--- config.mk ---
export PLATFORM = sky130hd
export DESIGN_NAME = base64_stream_decoder
export DESIGN_NICKNAME = d
export VERILOG_FILES = /design/src/sv/b64d_pkg.sv /design/src/sv/b64d_in_stage.sv /design/src/sv/b64d_core.sv /design/src/sv/base64_stream_decoder.sv
export SDC_FILE = /design/constraint.sdc
export NUM_CORES = 1
export LEC_CHECK = 0
export ABC_CLOCK_PERIOD_IN_PS = 5290
export BUFFER_PORTS_ARGS = -buffer_cell sky130_fd_sc_hd__buf_2
export CORE_MARGIN = 10
export CORE_UTILIZATION = 60
export DETAILED_ROUTE_END_ITERATION = 12
export GPL_TIMING_DRIVEN = 0
export PLACE_DENSITY_LB_ADDON = 0.15
export SYNTH_ARGS = -nofsm -noshare
export SYNTH_HDL_FRONTEND = slang
export SYNTH_SLANG_ARGS = --single-unit
export TNS_END_PERCENT = 1
--- constraint.sdc ---
create_clock -name clock -period 5.29 [get_ports clock]
set_input_delay 0.529 -clock clock [delete_from_list [all_inputs] [get_ports clock]]
set_output_delay 0.529 -clock clock [all_outputs]
set_load 0.02 [all_outputs]
--- src/sv/b64d_pkg.sv ---
package b64d_pkg;

   // character codes with a meaning of their own
   localparam logic [7:0] PAD_CHAR   = 8'h3D;
   localparam logic [7:0] PLUS_CHAR  = 8'h2B;
   localparam logic [7:0] SLASH_CHAR = 8'h2F;

   // alphabet range bounds
   localparam logic [7:0] UPPER_A = 8'h41;
   localparam logic [7:0] UPPER_Z = 8'h5A;
   localparam logic [7:0] LOWER_A = 8'h61;
   localparam logic [7:0] LOWER_Z = 8'h7A;
   localparam logic [7:0] DIGIT_0 = 8'h30;
   localparam logic [7:0] DIGIT_9 = 8'h39;

   // sextet offsets of the lower-case and digit ranges, and the plus and slash sextets
   localparam logic [5:0] LOWER_BASE = 6'd26;
   localparam logic [5:0] DIGIT_BASE = 6'd52;
   localparam logic [5:0] PLUS_SEXTET  = 6'd62;
   localparam logic [5:0] SLASH_SEXTET = 6'd63;

   // position of a character within its four-character group
   typedef enum logic [1:0] {
      POS_FIRST  = 2'd0,
      POS_SECOND = 2'd1,
      POS_THIRD  = 2'd2,
      POS_FOURTH = 2'd3
   } pos_type;

   // one input character
   typedef struct packed {
      logic [7:0] char_in;
      logic       last_char;
   } req_type;

   // one decoded result
   typedef struct packed {
      logic [7:0] data_byte;
      logic       byte_valid;
      logic       end_of_string;
   } rsp_type;

   // character to 6-bit value, anything outside the alphabet gives zero
   function automatic logic [5:0] sextet_of(input logic [7:0] c);
      logic [7:0] diff;
      diff = 8'd0;
      if (c >= UPPER_A && c <= UPPER_Z) begin
         diff = c - UPPER_A;
         return diff[5:0];
      end
      if (c >= LOWER_A && c <= LOWER_Z) begin
         diff = c - LOWER_A;
         return diff[5:0] + LOWER_BASE;
      end
      if (c >= DIGIT_0 && c <= DIGIT_9) begin
         diff = c - DIGIT_0;
         return diff[5:0] + DIGIT_BASE;
      end
      if (c == PLUS_CHAR) begin
         return PLUS_SEXTET;
      end
      if (c == SLASH_CHAR) begin
         return SLASH_SEXTET;
      end
      return 6'd0;
   endfunction

endpackage

--- src/sv/b64d_in_stage.sv ---
module b64d_in_stage (
   input  logic              clock,
   input  logic              reset,
   input  logic              req_valid,
   output logic              req_stall,
   input  b64d_pkg::req_type req_data,
   output logic              item_valid,
   output b64d_pkg::req_type item_data,
   input  logic              item_take
);
   import b64d_pkg::*;

   logic    valid_ff;
   logic    valid_in;
   req_type data_ff;
   logic    load;

   // hold off the sender only while the held item cannot move on
   assign req_stall = valid_ff && !item_take;
   assign load      = req_valid && !req_stall;

   // input register occupancy
   always_comb begin
      valid_in = valid_ff;
      if (item_take) begin
         valid_in = 1'b0;
      end
      if (load) begin
         valid_in = 1'b1;
      end
   end

   always_ff @(posedge clock) begin
      if (reset) begin
         valid_ff <= 1'b0;
      end else begin
         valid_ff <= valid_in;
      end
   end

   // payload register, loaded on each accepted transfer
   always_ff @(posedge clock) begin
      if (load) begin
         data_ff <= req_data;
      end
   end

   assign item_valid = valid_ff;
   assign item_data  = data_ff;

endmodule

--- src/sv/b64d_core.sv ---
module b64d_core (
   input  logic              clock,
   input  logic              reset,
   input  logic              item_valid,
   input  b64d_pkg::req_type item_data,
   output logic              item_take,
   output logic              rsp_valid,
   input  logic              rsp_stall,
   output b64d_pkg::rsp_type rsp_data
);
   import b64d_pkg::*;

   pos_type    pos_ff;
   pos_type    pos_in;
   logic [5:0] prev_ff;
   logic [5:0] prev_in;
   logic       rsp_valid_ff;
   logic       rsp_valid_in;
   rsp_type    rsp_data_ff;
   rsp_type    result;
   logic       has_result;
   logic       out_free;
   logic [5:0] sextet;
   logic       is_pad;

   // result register can take a new value when empty or being drained
   assign out_free  = !rsp_valid_ff || !rsp_stall;
   assign item_take = item_valid && out_free;

   assign sextet = sextet_of(item_data.char_in);
   assign is_pad = (item_data.char_in == PAD_CHAR);

   // byte assembly from the previous and current sextet
   always_comb begin
      result.data_byte     = 8'd0;
      result.byte_valid    = 1'b0;
      result.end_of_string = item_data.last_char;
      unique case (pos_ff)
         POS_FIRST: begin
            if (item_data.last_char) begin
               result.data_byte  = {sextet, 2'b00};
               result.byte_valid = 1'b1;
            end
         end
         POS_SECOND: begin
            result.data_byte  = {prev_ff, sextet[5:4]};
            result.byte_valid = 1'b1;
         end
         POS_THIRD: begin
            if (!is_pad) begin
               result.data_byte  = {prev_ff[3:0], sextet[5:2]};
               result.byte_valid = 1'b1;
            end
         end
         POS_FOURTH: begin
            if (!is_pad) begin
               result.data_byte  = {prev_ff[1:0], sextet};
               result.byte_valid = 1'b1;
            end
         end
         default: begin
            result.data_byte  = 8'd0;
            result.byte_valid = 1'b0;
         end
      endcase
   end

   assign has_result = result.byte_valid || item_data.last_char;

   // group tracking, back to the start after the last character
   always_comb begin
      pos_in  = pos_ff;
      prev_in = prev_ff;
      if (item_take) begin
         if (item_data.last_char) begin
            pos_in  = POS_FIRST;
            prev_in = 6'd0;
         end else begin
            pos_in  = pos_type'(pos_ff + 2'd1);
            prev_in = sextet;
         end
      end
   end

   // result register occupancy
   always_comb begin
      rsp_valid_in = rsp_valid_ff;
      if (out_free) begin
         rsp_valid_in = item_take && has_result;
      end
   end

   always_ff @(posedge clock) begin
      if (reset) begin
         pos_ff       <= POS_FIRST;
         prev_ff      <= 6'd0;
         rsp_valid_ff <= 1'b0;
      end else begin
         pos_ff       <= pos_in;
         prev_ff      <= prev_in;
         rsp_valid_ff <= rsp_valid_in;
      end
   end

   // result payload, loaded only when a result is produced
   always_ff @(posedge clock) begin
      if (item_take && has_result) begin
         rsp_data_ff <= result;
      end
   end

   assign rsp_valid = rsp_valid_ff;
   assign rsp_data  = rsp_data_ff;

endmodule

--- src/sv/base64_stream_decoder.sv ---
// Streaming base64 decoder, one character per transfer.
// Input channel req_: req_data carries a character and a last-character flag.
// Result channel rsp_: rsp_data carries a decoded byte, its valid flag and an
// end-of-string flag. A result appears once per full byte, and once more for
// the last character even when no byte is due (byte_valid low then).
// Both channels use valid/stall; a transfer happens when valid is high and
// stall is low.
// A character's result reaches rsp_ through the input register, then the
// result register. One character per cycle while the receiver does not
// stall; the decode between the two registers is a small range lookup and
// a shift.
// When the receiver stalls, the result register holds its value; req_stall
// rises in the same cycle if the input register holds a character, or as
// soon as the next transfer fills it; no transfer is lost.
// Reset empties both registers and restarts the group at its first position
// with a zero previous value. After the last character the group restarts.
module base64_stream_decoder (
   input  logic              clock,
   input  logic              reset,
   input  logic              req_valid,
   output logic              req_stall,
   input  b64d_pkg::req_type req_data,
   output logic              rsp_valid,
   input  logic              rsp_stall,
   output b64d_pkg::rsp_type rsp_data
);
   import b64d_pkg::*;

   logic    item_valid;
   logic    item_take;
   req_type item_data;

   // input register
   b64d_in_stage u_in_stage (
      .clock      (clock),
      .reset      (reset),
      .req_valid  (req_valid),
      .req_stall  (req_stall),
      .req_data   (req_data),
      .item_valid (item_valid),
      .item_data  (item_data),
      .item_take  (item_take)
   );

   // decode and result register
   b64d_core u_core (
      .clock      (clock),
      .reset      (reset),
      .item_valid (item_valid),
      .item_data  (item_data),
      .item_take  (item_take),
      .rsp_valid  (rsp_valid),
      .rsp_stall  (rsp_stall),
      .rsp_data   (rsp_data)
   );

endmodule
== Word-level counts from Yosys, hierarchy flattened ==
Index checks and enable logic that the tools add are counted.
Word-level totals
  flip-flop bits (word level): 29
  logic and storage cells: 76
Cells by class
  add/subtract/negate cells: 6
  magnitude comparators: 6
  eq/ne operators: 6
  multiplexer cells: 34
  reduce and logical (&&, ||, !) cells: 15
Operators by type and width (number)
  6-bit 2-to-1 mux: 12
  9-bit case mux with 4 select lines: 1
  9-bit 2-to-1 mux: 3
  8-bit by 6-bit == test with 1-bit output, second input constant: 3
  1-bit 2-to-1 mux: 17
  8-bit by 7-bit greater-or-equal comparator with 1-bit output, second input constant: 2
  8-bit by 7-bit less-or-equal comparator with 1-bit output, second input constant: 2
  6-bit subtractor, second input constant: 2
  8-bit by 6-bit greater-or-equal comparator with 1-bit output, second input constant: 1
  8-bit by 6-bit less-or-equal comparator with 1-bit output, second input constant: 1
  1-bit logical AND: 7
  6-bit by 5-bit adder with 6-bit output, second input constant: 1
  6-bit adder, second input constant: 1
  6-bit by 1-bit subtractor with 6-bit output, second input constant: 1
  2-bit == test, second input constant: 2
  1-bit logical NOT: 4
  2-bit by 1-bit adder with 2-bit output, second input constant: 1
  2-bit by 1-bit == test with 1-bit output, second input constant: 1
  2-bit logical NOT: 1
  1-bit logical OR: 2
  2-bit 2-to-1 mux: 1
  2-bit nonzero test: 1

== Depth between registers and ports, before layout ==
Gate-level depths: netlist (run 1).
  depth in word-level cells: 22
  depth in mapped cells: 9
  depth with buffers taken out: 8

== By module ==
From an unflattened synthesis (run 1), not the netlist that was laid out.
Second synthesis, totals
  cells, all modules: 184
  area total of the unflattened synthesis: 1835.5 µm²
Modules (own cells, without submodules)
  b64d_core: instances 1, cells an instance 171, area each 1515.2 µm², seq. area each 480.5 µm²
  b64d_in_stage: instances 1, cells an instance 13, area each 320.3 µm², seq. area each 290.3 µm²

== Least setup slack after synthesis (run 1) ==
OpenSTA, ideal clock, no wires.
  path kind: register to register
  from: reg u_in_stage.data_ff (netlist bit u_in_stage.item_data[3])
  to: reg u_core.rsp_data_ff (netlist bit u_core.rsp_data[6]), data pin
  library setup time: 0.273 ns
  arrival: 1.852 ns
  data required time: 5.017 ns
  setup slack: 3.165 ns
  stages on the path, launching flop included: 9
  buffers on the path: 0
  period minus slack after synthesis: 2.125 ns
  cell sequence: edfxtp_1 > inv_1 > ha_1 > nor2_1 > nor2_2 > a221oi_2 > a21oi_2 > o21ai_1 > a22oi_1
RTL lines
  start: declaration: line b64d_in_stage.sv:15  | req_type data_ff;
  start signal: assignment: line b64d_in_stage.sv:44  | data_ff <= req_data;
  end signal: assignment: line b64d_core.sv:108  | rsp_data_ff <= result;
  end: declaration: line b64d_core.sv:19  | rsp_type rsp_data_ff;

==> metrics.csv, run 1 <==
metric;value;unit
wl_per_cell;16.3;µm
rsz0062_at_grt;false;
cts_tree;yes;
crit_chain;inv_1, ha_1, nor2b_1, o21ai_1, a21oi_1, o32ai_1, a31oi_1, a31oi_1;
initial_core_util;63.1;%
netlist_area;1930;µm²
dpl.cell_count;269;
drcViolationCount;0;
ios;25;
drt_pass1_iterations;5;
fin_skew;16.0;ps
seqCellArea;771;µm²
die_h;76.7;µm
setup-violations-final;0;
endpoint_kind;flip-flop;
ys_types;52;
cp.depth;8;
grt_pass1_vias;1638;
routed_via_density;6.22;
clock_latency;320;ps
cts.clk_slew.worst_paths;110;ps
worst_slack;2650;ps
cp_data_arrival_time;2800;ps
ir_worst_vdd;0.216;mV
cp_max_fo;9;
place_ws;2740;ps
fmax;379;MHz
cp_slowest_cell;edfxtp_1;
cts_made_buffers;5;
tns;0;ps
clkSinkCount;29;
drv_cap;0;
period_needed;2640;ps
area_delta_synth_final;11.7;%
port_buffers;23;
vias;1724;
crit_buf_inv;1;
critical_path_required;5450;ps
syn_nets;228;
rows;20;
crit_path_start_kind;flip-flop;
synthCells;202;
ys_seq_elements;29;
grt_max_degree;11;
cts_root_buf;clkbuf_4;
antenna_left;0;
cts-resized-gates;0;
drv_slew;0;
avgSynthCellArea;9.53;µm²
fillers;270;
layout.nets;258;
worstSetupPathType;flip-flop to flip-flop;
crit_family;compound AO/OA/AOI/OAI gates;
synth-edff-count;19;
critPathMaxStageDelay;580;ps
ys.warnings.count;0;
design_area;2150;µm²
coreArea;3050;µm²
finalWirelength;4510;µm
synthFlopType;edfxtp_1;
die_w;76.7;µm
p_per_area;219;nW/µm²
worst_pin_slew;655;ps
place_area;2100;µm²
layout-drive-gt1-share;21.9;%
grt.overflow.total;0;
multi_input_area;1050;µm²
dp_hpwl;3390;µm
dieArea;5880;µm²
finalNonFillerCells;277;
gr-usage-met2;22.8;%
cts.htree.levels;2;
antenna_found_initial;0;
grt_pass1_wl;7670;µm
cts_hold_buf;0;
crit_path_frequent_cell;a31oi_1;
final_common_cell;buf_2;
n_antenna_cell;0;
whs_path_depth;1;
use_met3;4.55;%
ys_seq_area_share;40.0;%
hold_path.class;primary input to flip-flop;
grt_use_met1;20.4;%
hold_viol_final;0;
p_leak;0.000816;µW
layout_common_cells;buf_2 (27), edfxtp_1 (19), a21oi_1 (16), nor2_1 (14), ha_1 (13);
drt_iter0_drc;231;
cts_buffer_depth;2;
hold_slack;370;ps
post-route-period-util;49.9;%
post_cts_buffers;0;
synthArstFlopShare;0;%
r2r_cells;8;
place_congestion;0.922;
grt.busiest_layer;met2;
slew_headroom;56.3;%
gr-usage-all-layers;15.3;%
outcome;complete, no violations;
-- cell type report --
type	instances	share of cell area (%)
buffer	11	2.85
clock buffer	5	1.75
clock inverter	3	0.814
inverter	12	2.09
multi-input combinational	150	48.7
sequential	29	35.8
tap	44	2.56
timing repair buffer	23	5.35
-- path summary, 6_finish.rpt --
check                           from                       to  slack, ps
max reg2reg  u_in_stage.item_data[3]       u_core.rsp_data[4]       2650
min reg2reg        u_core.prev_ff[4]        u_core.prev_ff[4]        460
min                      req_data[0]  u_in_stage.item_data[0]        370
max          u_in_stage.item_data[3]       u_core.rsp_data[4]       2650
-- report_power, final --
group          internal (µW)  leakage [µW]  switching [µW]
clock network           50.0     0.0000310            79.8
logic                   29.8      0.000523            50.9
registers                251      0.000262            8.99
-- flip-flops by register name, indices dropped and copies added, names as in the netlist --
register	count
u_core.pos_ff	2
u_core.rsp_valid	1
u_in_stage.item_data	9
u_in_stage.item_valid	1
u_core.prev_ff	6
u_core.rsp_data	10
-- worst reg2reg max path, cell delays in order (launching register included) --
cell,delay (ps)
edfxtp_1,580
inv_1,170
ha_1,290
nor2b_1,150
o21ai_1,370
a21oi_1,130
o32ai_1,480
a31oi_1,160
a31oi_1,170
-- cell usage after synthesis (2+ instances only) --
cell type,number,area share (%)
dfxtp_1,10,10
xnor2_1,2,0.91
a21oi_1,16,4.2
nor2_1,14,2.7
o21ai_1,7,1.8
nor3b_2,2,1.3
a22oi_1,2,0.78
nand3_1,8,2.1
clkbuf_1,5,0.97
nand2_1,11,2.1
and2_1,3,0.97
buf_2,4,1.0
o21ai_0,10,2.6
a31oi_1,7,2.3
o211ai_1,4,1.6
inv_1,12,2.3
a221oi_1,2,0.91
nand4_1,4,1.3
nor3_1,2,0.52
a32oi_1,2,0.91
edfxtp_1,19,30
a222oi_1,2,1.0
nand2b_1,4,1.3
nor3b_1,3,1.2
nor2b_1,2,0.65
buf_6,2,1.2
o22ai_1,4,1.3
ha_1,13,8.4
and3_1,3,0.97
-- metal layers --
metal  share of wire, %  vias up
li1                   -      824
met1                 45      809
met2                 44       82
met3                8.4        9
met4                2.0        0
met5                  0        -
-- per-stage QoR --
| stage | power (µW) | utilization (%) |
|---|---|---|
| global route | 497 | 70.5 |
| global placement | 341 | 68.6 |
| detailed placement | 344 | 68.6 |
| floorplan | 322 | - |
| finish | 471 | 70.5 |
| CTS | 471 | 70.5 |
-- cells by family (layout without fill, tap and decap cells) --
family / after synthesis / in the layout / synth area share [%]
fa+ha+maj: 13 / 13 / 8.45
buf+inv: 23 / 54 / 5.52
xor+xnor: 2 / 2 / 0.910
compound gates: 69 / 69 / 25.3
simple gates: 65 / 65 / 19.3
mux: 1 / 1 / 0.520
flops: 29 / 29 / 40.0
Power figures use the tool's default switching activity.
==> inputs of run 2 (changes only) <==
Settings changed: ABC_CLOCK_PERIOD_IN_PS 5290 to 2640, CORE_UTILIZATION 60 to 57.
Clock period 5.29 ns to 2.64 ns, I/O delays scaled along.
==> run 2 against run 1 <==
Against the previous run: count of clock-buffer cells in the layout did not move; non-clock buffer count rose by 4; core utilization fell by 2.8 points; register-to-register slack got worse by 2500 ps; largest power group unchanged; critical endpoint is now u_core.rsp_data[6]; final area rose by 4.1%; flip-flop and latch count did not move; die area rose by 3.9%; routed wire length rose by 1.0%; clock power rose to 3.5 times the previous value; largest cell class unchanged.
==> metrics.csv, run 2 (synthesis gave the netlist of run 1 again) <==
metric;value;unit
cts_tree;yes;
cts_root_buf;clkbuf_4;
port_buffers;23;
dpl.cell_count;271;
p_leak;0.000861;µW
drt_pass1_iterations;5;
endpoint_kind;flip-flop;
cts_made_buffers;5;
wl_per_cell;16.1;µm
hold_path.class;primary input to flip-flop;
coreArea;3310;µm²
rows;21;
outcome;complete, no violations;
finalNonFillerCells;283;
dp_hpwl;3380;µm
hold_viol_final;0;
final_common_cell;buf_2;
clock_latency;340;ps
period_needed;2510;ps
finalWirelength;4560;µm
vias;1756;
initial_core_util;58.2;%
drt_iter0_drc;235;
slew_headroom;51.2;%
rsz0062_at_grt;false;
setup-violations-final;0;
drv_slew;0;
die_w;78.1;µm
place_ws;18.0;ps
cp_data_arrival_time;2580;ps
cts_buffer_depth;2;
crit_path_start_kind;flip-flop;
dieArea;6100;µm²
place_congestion;0.898;
p_per_area;510;nW/µm²
die_h;78.1;µm
worst_slack;135;ps
tns;0;ps
grt_pass1_wl;7600;µm
layout-drive-gt1-share;23.6;%
final_util;67.6;%
routed_via_density;6.20;
drv_cap;0;
largest_reg_flops;10;
antenna_left;0;
grt_pass1_vias;1649;
cp_max_fo;6;
drcViolationCount;0;
critical_path_required;2710;ps
place_area;2100;µm²
worst_pin_slew;730;ps
layout_common_cells;buf_2 (27), edfxtp_1 (19), a21oi_1 (16), nor2_1 (14), ha_1 (13);
post-route-period-util;94.9;%
n_antenna_cell;0;
area_delta_synth_final;16.2;%
fin_skew;9.70;ps
ios;25;
layout.nets;262;
antenna_found_initial;0;
grt_max_degree;11;
design_area;2240;µm²
gr-usage-all-layers;15.0;%
cts.htree.levels;2;
clkSinkCount;29;
grt.overflow.total;0;
cts.clk_slew.worst_paths;90;ps
worstSetupPathType;flip-flop to flip-flop;
fmax;399;MHz
ir_worst_vdd;0.668;mV
[run 2: cell type report]
class	count	area [µm²]
Clock buffer	5	37.5
Clock inverter	3	65.1
Sequential cell	29	771
Buffer	11	61.3
Fill cell	303	1070
Tap cell	46	57.6
Multi-Input combinational cell	150	1060
Inverter	12	45.0
Timing Repair Buffer	27	145
[run 2: path summary, 6_finish.rpt]
path / slack [ps] / to / depth (start not counted) / start
worst min-delay path: 100 / u_in_stage.item_data[4] / 1 / req_data[4]
worst max-delay path: 130 / u_core.rsp_data[6] / 8 / u_in_stage.item_data[2]
worst min register to register: 460 / u_core.rsp_data[0] / 0 / u_in_stage.item_data[0]
worst max register to register: 130 / u_core.rsp_data[6] / 8 / u_in_stage.item_data[2]
[run 2: routing by layer]
| layer | part of all wire (%) | track usage (%) | up-vias |
|---|---|---|---|
| li1 | - | - | 832 |
| met1 | 43 | 18.8 | 822 |
| met2 | 45 | 23.9 | 90 |
| met3 | 10 | 4.67 | 12 |
| met4 | 1.8 | 4.84 | 0 |
| met5 | 0 | 0 | - |
[run 2: worst max-delay path: stages (launching register included)]
cell      delay, ps
edfxtp_1        490
inv_1           170
ha_1            310
nand2b_1        100
a211o_1         360
a221oi_2        380
a21oi_2         170
o21ai_1         170
a22oi_1         100
[run 2: report_power, final]
group	internal, µW	switching [µW]	leakage, µW
registers	503	16.2	0.000262
clock network	293	158	0.0000552
logic	64.6	106	0.000544
total	861	280	0.000861
[run 2: metrics by stage]
step                hold slack, ps  power [µW]
finish                         101        1140
detailed placement             442         691
floorplan                      363         644
CTS                            100        1140
global placement               434         684
global route                  97.7        1180
[run 2: what timing repair did]
action	4_1_cts	5_1_grt
resized for setup	0	1
setup endpoints to repair	0	8
setup buffers	0	4
hold buffers	0	0
==> inputs of run 3 (changes only) <==
Settings changed: CORE_ASPECT_RATIO set to 1.4.
==> run 3 against run 2 <==
Against the previous run: worst hold slack gained 56 ps; critical endpoint is now u_core.rsp_data[4]; routed wire length grew 6.4%; cell count shrank 3.2%; flip-flop and latch count is the same; largest power group unchanged; clock skew shrank 3.7 ps; sequential power is essentially flat; register-to-register slack gained 20 ps.
==> metrics.csv, run 3 (synthesis gave the netlist of run 1 again) <==
metric;value;unit
die_w;69.1;µm
worst_pin_slew;722;ps
p_per_area;519;nW/µm²
r2r_cells;8;
finalWirelength;4850;µm
place_congestion;0.875;
rrSetupSlack;160;ps
initial_core_util;60.5;%
largest_reg_flops;10;
fin_skew;6.03;ps
routed_via_density;6.50;
r2r-end;u_core.rsp_data[4];
clkSinkCount;29;
dieArea;6140;µm²
vias;1780;
final_util;70.2;%
endpoint_kind;flip-flop;
cts.clk_slew.worst_paths;60;ps
ir_worst_vdd;0.512;mV
layout-drive-gt1-share;23.0;%
cp_max_fo;6;
setup-violations-final;0;
worstSetupPathType;flip-flop to flip-flop;
crit_end;u_core.rsp_data[4];
drcViolationCount;0;
cts_made_buffers;5;
grt.overflow.total;0;
design_area;2230;µm²
grt_pass1_wl;7700;µm
cts_tree;yes;
tns;0;ps
ios;25;
drt_pass1_iterations;4;
antenna_found_initial;0;
hold_path.class;primary input to flip-flop;
cts.htree.levels;2;
total_power;1160;µW
timing.rr.start;u_in_stage.item_data[3];
drv_cap;0;
cts_buffer_depth;2;
wl_per_cell;17.7;µm
die_h;88.8;µm
critical_path_required;2750;ps
grt_pass1_vias;1701;
coreArea;3180;µm²
period_needed;2480;ps
area_delta_synth_final;16.0;%
hold_viol_final;0;
slew_headroom;51.8;%
place_ws;98.5;ps
dp_hpwl;3740;µm
drt_iter0_drc;179;
p_leak;0.000857;µW
worst_slack;160;ps
fmax;403;MHz
layout.nets;260;
crit_path_start_kind;flip-flop;
cp_data_arrival_time;2590;ps
clock_latency;280;ps
cts_root_buf;clkbuf_8;
startpoint;u_in_stage.item_data[3];
post-route-period-util;94.0;%
rows;24;
rsz0062_at_grt;false;
final_common_cell;buf_2;
layout_common_cells;buf_2 (27), edfxtp_1 (19), a21oi_1 (16), nor2_1 (14), ha_1 (13);
antenna_left;0;
drv_slew;0;
port_buffers;23;
gr-usage-all-layers;15.0;%
n_antenna_cell;0;
grt_max_degree;11;
outcome;complete, no violations;
place_area;2090;µm²
==> run 3: per-layer routing <==
layer | track usage, % | vias to the layer above | routed length [µm]
li1 | - | 826 | -
met1 | 13.7 | 825 | 1730
met2 | 29.5 | 110 | 2610
met3 | 4.71 | 19 | 380
met4 | 6.97 | 0 | 130
met5 | 0 | - | 0
==> run 3: final cells by class <==
class,count,area [µm²]
timing repair buffer,25,130
clock inverter,1,30.0
buffer,11,61.3
clock buffer,7,86.3
fill,260,948
multi-input combinational,150,1060
inverter,12,45.0
sequential,29,771
tap,39,48.8
==> run 3: worst min path at each step <==
stage | start | end | slack (ps) | cells past startpoint
2_1_floorplan | req_data[0] | u_in_stage.item_data[0] | 360 | 0
6_report | req_data[0] | u_in_stage.item_data[0] | 160 | 1
5_1_grt | req_data[5] | u_in_stage.item_data[5] | 160 | 1
3_5_place_dp | u_in_stage.item_data[0] | u_core.rsp_data[0] | 430 | 0
3_3_place_gp | u_in_stage.item_data[0] | u_core.rsp_data[0] | 430 | 0
4_1_cts | req_data[0] | u_in_stage.item_data[0] | 160 | 1
==> run 3: timing repair <==
action                     CTS  global route
hold buffers                 0             0
gates resized for setup      0             2
buffers inserted             0             2
setup endpoints to repair    0             8
==> run 3: critical path, stage by stage, from the launching register on <==
cell and delay [ps]:
edfxtp_1 490, buf_4 200, ha_1 260, nand2b_1 170
o21ai_1 320, o22ai_1 220, o32ai_2 310, o21ai_0 140
a31oi_1 200
==> run 3: report_power, final <==
part	switching (µW)	leakage [µW]	total, µW	internal (µW)
Sequential	17.1	0.000262	521	504
Clock	161	0.0000585	468	307
Combinational	107	0.000537	171	63.3
==> run 3: stage by stage <==
step	cells	hold WS [ps]
after global routing	274	157
after floorplan	202	363
after CTS	272	155
final	274	157
after detailed placement	264	435
after global placement	264	426
